## src/rtl/wml_pkg.sv

```systemverilog
// ----------------------------------------------------------------------------
// wml_pkg: shared definitions for the watermark flow controller
// Sizes, result and error codes, and the flag bundle from the arithmetic unit.
// ----------------------------------------------------------------------------
package wml_pkg;

	// wait list depth and stored handle width
	localparam int MAX_WAITERS = 32;
	localparam int HANDLE_BITS = 16;

	// derived widths
	localparam int IDX_W   = (MAX_WAITERS > 1) ? $clog2(MAX_WAITERS) : 1;
	localparam int CNT_W   = $clog2(MAX_WAITERS + 1);
	localparam int BYTES_W = 48;
	localparam int DELTA_W = 32;

	typedef logic [HANDLE_BITS-1:0] handle_t;
	typedef logic [IDX_W-1:0]       idx_t;
	typedef logic [CNT_W-1:0]       cnt_t;
	typedef logic [BYTES_W-1:0]     bytes_t;
	typedef logic [DELTA_W-1:0]     delta_t;

	// input modes
	localparam logic MODE_ADD = 1'b0;
	localparam logic MODE_SUB = 1'b1;

	// result kinds
	localparam logic [1:0] KIND_ADD    = 2'd0;
	localparam logic [1:0] KIND_RESUME = 2'd1;
	localparam logic [1:0] KIND_SUB    = 2'd2;

	// error codes
	localparam logic [1:0] ERR_NONE  = 2'd0;
	localparam logic [1:0] ERR_SAT   = 2'd1;
	localparam logic [1:0] ERR_UNDER = 2'd2;
	localparam logic [1:0] ERR_FULL  = 2'd3;

	// status from the arithmetic unit
	typedef struct packed {
		logic sat;    // add saturated the count
		logic under;  // sub clamped the count at zero
		logic hit;    // watermark test on the updated count
	} arith_flags_t;

endpackage

```

## src/rtl/wml_ram.sv

```systemverilog
// ----------------------------------------------------------------------------
// wml_ram: wait list store
// One write port, one read port, read data registered.
// ----------------------------------------------------------------------------
module wml_ram (
	input  logic             clk,
	input  logic             we,
	input  wml_pkg::idx_t    waddr,
	input  wml_pkg::handle_t wdata,
	input  wml_pkg::idx_t    raddr,
	output wml_pkg::handle_t rdata
);

	wml_pkg::handle_t mem [wml_pkg::MAX_WAITERS];

	// write port
	always_ff @(posedge clk) begin
		if (we) begin
			mem[waddr] <= wdata;
		end
	end

	// registered read port
	always_ff @(posedge clk) begin
		rdata <= mem[raddr];
	end

endmodule

```

## src/rtl/wml_arith.sv

```systemverilog
// ----------------------------------------------------------------------------
// wml_arith: byte count arithmetic
// Count update (saturating add, clamping sub) and the watermark tests.
// ----------------------------------------------------------------------------
module wml_arith (
	input  logic                  mode,
	input  wml_pkg::delta_t       delta,
	input  wml_pkg::bytes_t       count,
	input  wml_pkg::bytes_t       count_upd,
	input  wml_pkg::bytes_t       limit,
	output wml_pkg::bytes_t       next_count,
	output wml_pkg::arith_flags_t flags
);

	logic [wml_pkg::BYTES_W:0]   sum;
	logic                        under;
	logic [wml_pkg::BYTES_W:0]   reach;
	logic [wml_pkg::BYTES_W+1:0] lim3;

	// count update
	always_comb begin
		sum   = {1'b0, count} + (wml_pkg::BYTES_W + 1)'(delta);
		under = wml_pkg::BYTES_W'(delta) > count;
		if (mode == wml_pkg::MODE_ADD) begin
			next_count = sum[wml_pkg::BYTES_W] ? '1 : sum[wml_pkg::BYTES_W-1:0];
		end else begin
			next_count = under ? '0 : count - wml_pkg::BYTES_W'(delta);
		end
	end

	// watermark tests: high mark on add, three quarters on sub
	always_comb begin
		reach = {1'b0, count_upd} + (wml_pkg::BYTES_W + 1)'(delta >> 1);
		lim3  = {1'b0, limit, 1'b0} + {2'b00, limit};
		flags.sat   = sum[wml_pkg::BYTES_W];
		flags.under = under;
		if (mode == wml_pkg::MODE_ADD) begin
			flags.hit = reach >= {1'b0, limit};
		end else begin
			flags.hit = {count_upd, 2'b00} < lim3;
		end
	end

endmodule

```

## src/rtl/watermark_backpressure_waitlist.sv

```systemverilog
// ----------------------------------------------------------------------------
// watermark_backpressure_waitlist: high/low watermark flow control
// Byte counter with a wait list of paused producers held in a synchronous RAM.
// ----------------------------------------------------------------------------
//  channel  | handshake            | payload
//  ---------+----------------------+------------------------------------------
//  command  | start, busy          | mode, byte_delta, producer_handle,
//           |                      | already_paused
//  result   | result_strobe        | kind, paused_now, resumed_handle,
//           |                      | last_of_run, waiting_count, error_code
//  config   | cfg_we               | cfg_wdata (byte limit)
//
//  An add or a sub without release keeps busy high through S_CALC and S_EVAL;
//  its result beat shows in the cycle after S_EVAL. A sub that releases n
//  producers then stays in S_DRAIN, one result beat per cycle, paced by the
//  wait list RAM read port. Reset clears the count, the list length and the
//  limit; the RAM needs no clearing. Results cannot be stalled.
// ----------------------------------------------------------------------------
module watermark_backpressure_waitlist (
	input  logic        clk,
	input  logic        arst_n,
	input  logic        start,
	output logic        busy,
	input  logic        mode,
	input  logic [31:0] byte_delta,
	input  logic [15:0] producer_handle,
	input  logic        already_paused,
	input  logic        cfg_we,
	input  logic [47:0] cfg_wdata,
	output logic        result_strobe,
	output logic [1:0]  kind,
	output logic        paused_now,
	output logic [15:0] resumed_handle,
	output logic        last_of_run,
	output logic [5:0]  waiting_count,
	output logic [1:0]  error_code
);

	typedef enum logic [3:0] {
		S_IDLE  = 4'b0001,
		S_CALC  = 4'b0010,
		S_EVAL  = 4'b0100,
		S_DRAIN = 4'b1000
	} state_t;

	state_t                state_q;
	logic                  mode_q;
	wml_pkg::delta_t       delta_q;
	wml_pkg::handle_t      handle_q;
	logic                  paused_q;
	wml_pkg::bytes_t       count_q;
	wml_pkg::bytes_t       limit_q;
	wml_pkg::cnt_t         total_q;
	wml_pkg::cnt_t         k_q;
	logic [1:0]            err_q;

	wml_pkg::bytes_t       next_count;
	wml_pkg::arith_flags_t flags;

	logic                  ram_we;
	wml_pkg::idx_t         ram_raddr;
	wml_pkg::handle_t      ram_rdata;
	wml_pkg::cnt_t         k_next;
	logic                  k_last;

	assign busy   = (state_q != S_IDLE);
	assign k_next = k_q + wml_pkg::cnt_t'(1);
	assign k_last = (k_next == total_q);

	// push on an add that reaches the mark, from a producer not already paused, with room left
	assign ram_we = (state_q == S_EVAL) && (mode_q == wml_pkg::MODE_ADD) && flags.hit
	                && !paused_q && (total_q < wml_pkg::cnt_t'(wml_pkg::MAX_WAITERS));

	// read address runs one entry ahead of the drain index
	always_comb begin
		ram_raddr = '0;
		if (state_q == S_DRAIN) begin
			ram_raddr = k_next[wml_pkg::IDX_W-1:0];
		end
	end

	wml_arith u_arith (
		.mode       (mode_q),
		.delta      (delta_q),
		.count      (count_q),
		.count_upd  (count_q),
		.limit      (limit_q),
		.next_count (next_count),
		.flags      (flags)
	);

	wml_ram u_ram (
		.clk   (clk),
		.we    (ram_we),
		.waddr (total_q[wml_pkg::IDX_W-1:0]),
		.wdata (handle_q),
		.raddr (ram_raddr),
		.rdata (ram_rdata)
	);

	// limit register
	always_ff @(posedge clk or negedge arst_n) begin
		if (!arst_n) begin
			limit_q <= '0;
		end else if (cfg_we) begin
			limit_q <= cfg_wdata;
		end
	end

	// command capture
	always_ff @(posedge clk) begin
		if (start && !busy) begin
			mode_q   <= mode;
			delta_q  <= byte_delta;
			handle_q <= wml_pkg::handle_t'(producer_handle);
			paused_q <= already_paused;
		end
	end

	// sequencer and state
	always_ff @(posedge clk or negedge arst_n) begin
		if (!arst_n) begin
			state_q <= S_IDLE;
			count_q <= '0;
			total_q <= '0;
			k_q     <= '0;
			err_q   <= wml_pkg::ERR_NONE;
		end else begin
			case (state_q)
				S_IDLE: begin
					if (start) begin
						state_q <= S_CALC;
					end
				end
				S_CALC: begin
					count_q <= next_count;
					if (mode_q == wml_pkg::MODE_ADD) begin
						err_q <= flags.sat ? wml_pkg::ERR_SAT : wml_pkg::ERR_NONE;
					end else begin
						err_q <= flags.under ? wml_pkg::ERR_UNDER : wml_pkg::ERR_NONE;
					end
					state_q <= S_EVAL;
				end
				S_EVAL: begin
					k_q <= '0;
					if (ram_we) begin
						total_q <= total_q + wml_pkg::cnt_t'(1);
					end
					if ((mode_q == wml_pkg::MODE_SUB) && flags.hit && (total_q != '0)) begin
						state_q <= S_DRAIN;
					end else begin
						state_q <= S_IDLE;
					end
				end
				S_DRAIN: begin
					k_q <= k_next;
					if (k_last) begin
						total_q <= '0;
						state_q <= S_IDLE;
					end
				end
				default: begin
					state_q <= S_IDLE;
				end
			endcase
		end
	end

	// result strobe
	always_ff @(posedge clk or negedge arst_n) begin
		if (!arst_n) begin
			result_strobe <= 1'b0;
		end else begin
			result_strobe <= ((state_q == S_EVAL) && !((mode_q == wml_pkg::MODE_SUB)
			                  && flags.hit && (total_q != '0))) || (state_q == S_DRAIN);
		end
	end

	// result payload
	always_ff @(posedge clk) begin
		if (state_q == S_DRAIN) begin
			kind           <= wml_pkg::KIND_RESUME;
			paused_now     <= 1'b0;
			resumed_handle <= 16'(ram_rdata);
			last_of_run    <= k_last;
			waiting_count  <= 6'(total_q - k_next);
			error_code     <= err_q;
		end else if (mode_q == wml_pkg::MODE_ADD) begin
			kind           <= wml_pkg::KIND_ADD;
			resumed_handle <= '0;
			last_of_run    <= 1'b1;
			if (flags.hit && !paused_q) begin
				if (ram_we) begin
					paused_now    <= 1'b1;
					waiting_count <= 6'(total_q + wml_pkg::cnt_t'(1));
					error_code    <= err_q;
				end else begin
					paused_now    <= 1'b0;
					waiting_count <= 6'(total_q);
					error_code    <= wml_pkg::ERR_FULL;
				end
			end else begin
				paused_now    <= paused_q;
				waiting_count <= 6'(total_q);
				error_code    <= err_q;
			end
		end else begin
			kind           <= wml_pkg::KIND_SUB;
			paused_now     <= 1'b0;
			resumed_handle <= '0;
			last_of_run    <= 1'b1;
			waiting_count  <= 6'(total_q);
			error_code     <= err_q;
		end
	end

endmodule

```

## config.mk

```make
export PLATFORM = sky130hd
export DESIGN_NAME = watermark_backpressure_waitlist
export DESIGN_NICKNAME = d
export VERILOG_FILES = /design/src/rtl/wml_pkg.sv /design/src/rtl/wml_ram.sv /design/src/rtl/wml_arith.sv /design/src/rtl/watermark_backpressure_waitlist.sv
export SDC_FILE = /design/constraint.sdc
export NUM_CORES = 1
export LEC_CHECK = 0
export BUFFER_PORTS_ARGS = -buffer_cell sky130_fd_sc_hd__buf_2
export CORE_ASPECT_RATIO = 1.75
export CORE_MARGIN = 5
export CORE_UTILIZATION = 45
export CTS_CLUSTER_DIAMETER = 30
export CTS_CLUSTER_SIZE = 8
export DETAILED_ROUTE_END_ITERATION = 16
export PLACE_DENSITY_LB_ADDON = 0.25
export SYNTH_ARGS = -nofsm -noshare
export SYNTH_HDL_FRONTEND = slang
export SYNTH_SLANG_ARGS = --single-unit
export TNS_END_PERCENT = 20
```

## constraint.sdc

```tcl
create_clock -name clk -period 18.8 [get_ports clk]
set_input_delay 1.88 -clock clk [delete_from_list [all_inputs] [get_ports clk]]
set_output_delay 1.88 -clock clk [all_outputs]
set_load 0.05 [all_outputs]
```

==> results.toml <==
[setup_path]
r2r_slack_ns = 11.17
startpoint_type = "flip-flop"
slowest_delay_ns = 0.76
crit_required_ns = 19.21
cpMaxStageDelayCell = "a211oi_2"
endpoint_kind = "flip-flop"
crit_arrival_ns = 8.04
timing.rr.start = "delta_q[1]"
cp-startpoint = "delta_q[1]"
path_cells = "ha_1 > fa_1 > a21oi_1 > nand4b_1 > a311oi_1 > buf_4 > a311oi_1 > o21ai_0 > a21oi_1 > o21ai_0 > xnor2_1 > ha_1 > nand4_1 > nor4_1 > a221o_1 > o21ai_0 > and4_1 > a211oi_2 > nand2_1 > nor2_1 > buf_4"
reg2reg_depth = 21
path_class = "flip-flop to flip-flop"
regToRegEndpoint = "u_ram.mem[13][0]"
path_common_cell = "o21ai_0"
crit_family = "compound AO/OA/AOI/OAI gates"
path_buf_inv = 2
cp_max_fo = 16

[clock_network]
cts_root_buf = "clkbuf_16"
numCtsBuffers = 139
cts_buffer_depth = 3
ctsHoldBuffers = 0
cts.sinks = 721
post_cts_buffers = 0
cts_htree_levels = 4
cts_resized = 0
cts_tree = "yes"
clock_latency_ns = 0.74
clkTransAtPathRegs_ns = 0.05

[sta]
min_period_ns = 7.63
slew-limit-headroom_pct = 14.4
fin_skew_ns = 0.0338
final-setup-viol-count = 0
grt_setup_unrepaired = "no"
period_share_pct = 40.6
fmax_mhz = 131
slew_viol_final = 0
worst_slew_pin_slew_ns = 1.28
fin_setup_tns_ns = 0
hold_viol = 0

[detailed_routing]
post_drt_wl_per_cell_microns = 25.4
vias_per_cell = 6.04
postRouteAntennaNets = 0
wl_mm = 114
drc = 0
via_count = 27000
first_pass_iters = 7
drtIter0Drc = 2003

[yosys]
synth_edf_count = 562
synth.area.top_cells = "edfxtp_1, ha_1, dfrtp_1, mux4_2, o21ai_0"
yosys-top-cells-count = "edfxtp_1, ha_1, o21ai_0, nor2_1, a21oi_1"
synth_area_leader_cell = "edfxtp_1"
async_flop_share_pct = 16.0
yosysUniqueCellTypes = 97
syn_area_per_cell_sq_um = 12.1
synth_seq_cells = 721
syn_nets = 3484
seq_area_frac_synth_pct = 54.3
synth_top_area_share_pct = 44.4
synth_most_common_cell = "edfxtp_1"
synth_area_sq_um = 38000
synthCells = 3128
synth_ff_type = "edfxtp_1"
ys_warn_count = 0

[placed_design]
portBuffers = 131
dp_hpwl_mm = 80.3
place_congestion = 0.937

[power_and_ir_drop]
power_mw = 6.69
leakagePower_nw = 16.9
ir_drop_v = 0.000103
powerDensity_nw_per_um2 = 151

[die]
ios = 132
core_sq_um = 84200
chipHeight_microns = 394
row_count = 141
fp.dieArea_sq_um = 90600
die_w_microns = 230
start_util_pct = 45.1

[min_path]
hold_path_class = "flip-flop to flip-flop"
worstHoldPathCells = 1
hold_path.startpoint = "u_ram.rdata[14]"
hold_path_end = "resumed_handle[14]"

[global_routing]
grt_pass1_vias = 28600
grt_antenna_before_repair = 0
grt_pass1_wl_mm = 170
grt_overflow = 0
grt_max_degree = 96
grtUsageTotal_pct = 24.6

[layout]
area_growth_pct = 16.9
num-fill-cells = 7119
final_nets = 3667
diodes = 0
drive_gt1_share_pct = 16.4

[run]
cap_violations = 0

[status]
status = "finished clean"
-- power by group --
group          leakage, nW  internal [mW]  total, mW  switching, mW
clock network         2.16           1.54       2.37          0.825
logic                 7.94          0.871       2.30           1.42
registers             6.83           1.87       2.02          0.157
-- cell usage in the layout, fill, tap and decap left out, types with 10 or more instances in the layout --
cell       count
buf_2        129
dfxtp_1       44
clkbuf_1      32
clkbuf_16    142
xor2_1        63
mux4_2        96
nor4_1        16
dfrtp_1      113
o221ai_1      72
o21bai_1      23
a31oi_1       27
o31ai_1       14
nor2b_1       26
nand4_1       43
buf_4         71
xnor2_1       90
o22ai_1       74
nand2b_1      23
nand2_1      176
a21oi_1      177
a21o_1        89
and2_1        26
inv_1        134
nor2_1       215
mux2_2        19
and3_1        17
or3_1         16
nor3_1        37
edfxtp_1     562
a2111oi_0     10
o21ai_0      240
ha_1         249
nand3_1       43
o21a_1        32
a211oi_1      23
bufinv_16     10
-- per-stage QoR --
step / util [%] / cells / instance area, sq um / hold WS [ns] / worst slack [ns]
after floorplan: - / 3128 / 38000 / 0.406 / 12.82
after global placement: 47.4 / 4242 / 39900 / 0.421 / 11.34
after detailed placement: 47.4 / 4242 / 39900 / 0.410 / 11.21
after CTS: 52.8 / 4476 / 44400 / 0.428 / 11.15
after global routing: 52.8 / 4476 / 44400 / 0.444 / 10.71
final: 52.8 / 4476 / 44400 / 0.429 / 11.17
-- area by class of cell --
type                            count  area, sq um  area share (%)
Sequential cell                   721        20600            46.5
Clock inverter                     55          787            1.77
Inverter                          134          503            1.13
Timing Repair Buffer              201         1190            2.68
Multi-Input combinational cell   2114        16200            36.5
Clock buffer                      179         3740            8.42
Tap cell                         1072         1340            3.02
-- kinds of logic after synthesis --
group	count (synthesis)	share of synthesized area, %
AOI/OAI and AO/OA	889	15.3
DFF	721	54.3
buffers and inverters	293	3.06
and+or+nand+nor	697	8.93
muxes	121	6.41
xor gates and xnor gates	153	3.53
adders and majority gates	254	8.47
-- worst reg2reg max path, delay by kind of cell, from the launching register on --
kind	cells	cell delay, ns
AOI/OAI and AO/OA	9	3.25
xor gates and xnor gates	1	0.23
adders and majority gates	3	1.02
buffers and inverters	2	0.48
DFF	1	0.46
and+or+nand+nor	6	1.86
-- worst max-delay path by stage --
stage	slack, ns	to	depth (start not counted)
after CTS	11.15	u_ram.mem[13][1]	23
after detailed placement	11.21	u_ram.mem[9][15]	23
final	11.17	u_ram.mem[13][0]	21
after floorplan	12.82	u_ram.mem[23][0]	22
after global placement	11.34	u_ram.mem[9][15]	23
after global routing	10.71	u_ram.mem[24][6]	23
-- layer usage --
metal	global-route usage [%]	part of all wire [%]
met1	25.7	35
met2	45.4	53
met3	4.46	4.9
met4	15.2	7.1
met5	0	0
-- sequential cells by signal, indices dropped and copies added (netlist names), 2 cells and up --
register	cells
count_q	48
delta_q	32
err_q	2
error_code	2
handle_q	16
k_q	6
kind	2
limit_q	48
resumed_handle	16
state_q	4
total_q	6
u_ram.mem	512
u_ram.rdata	16
waiting_count	6
(Power assumes the default switching activity.)
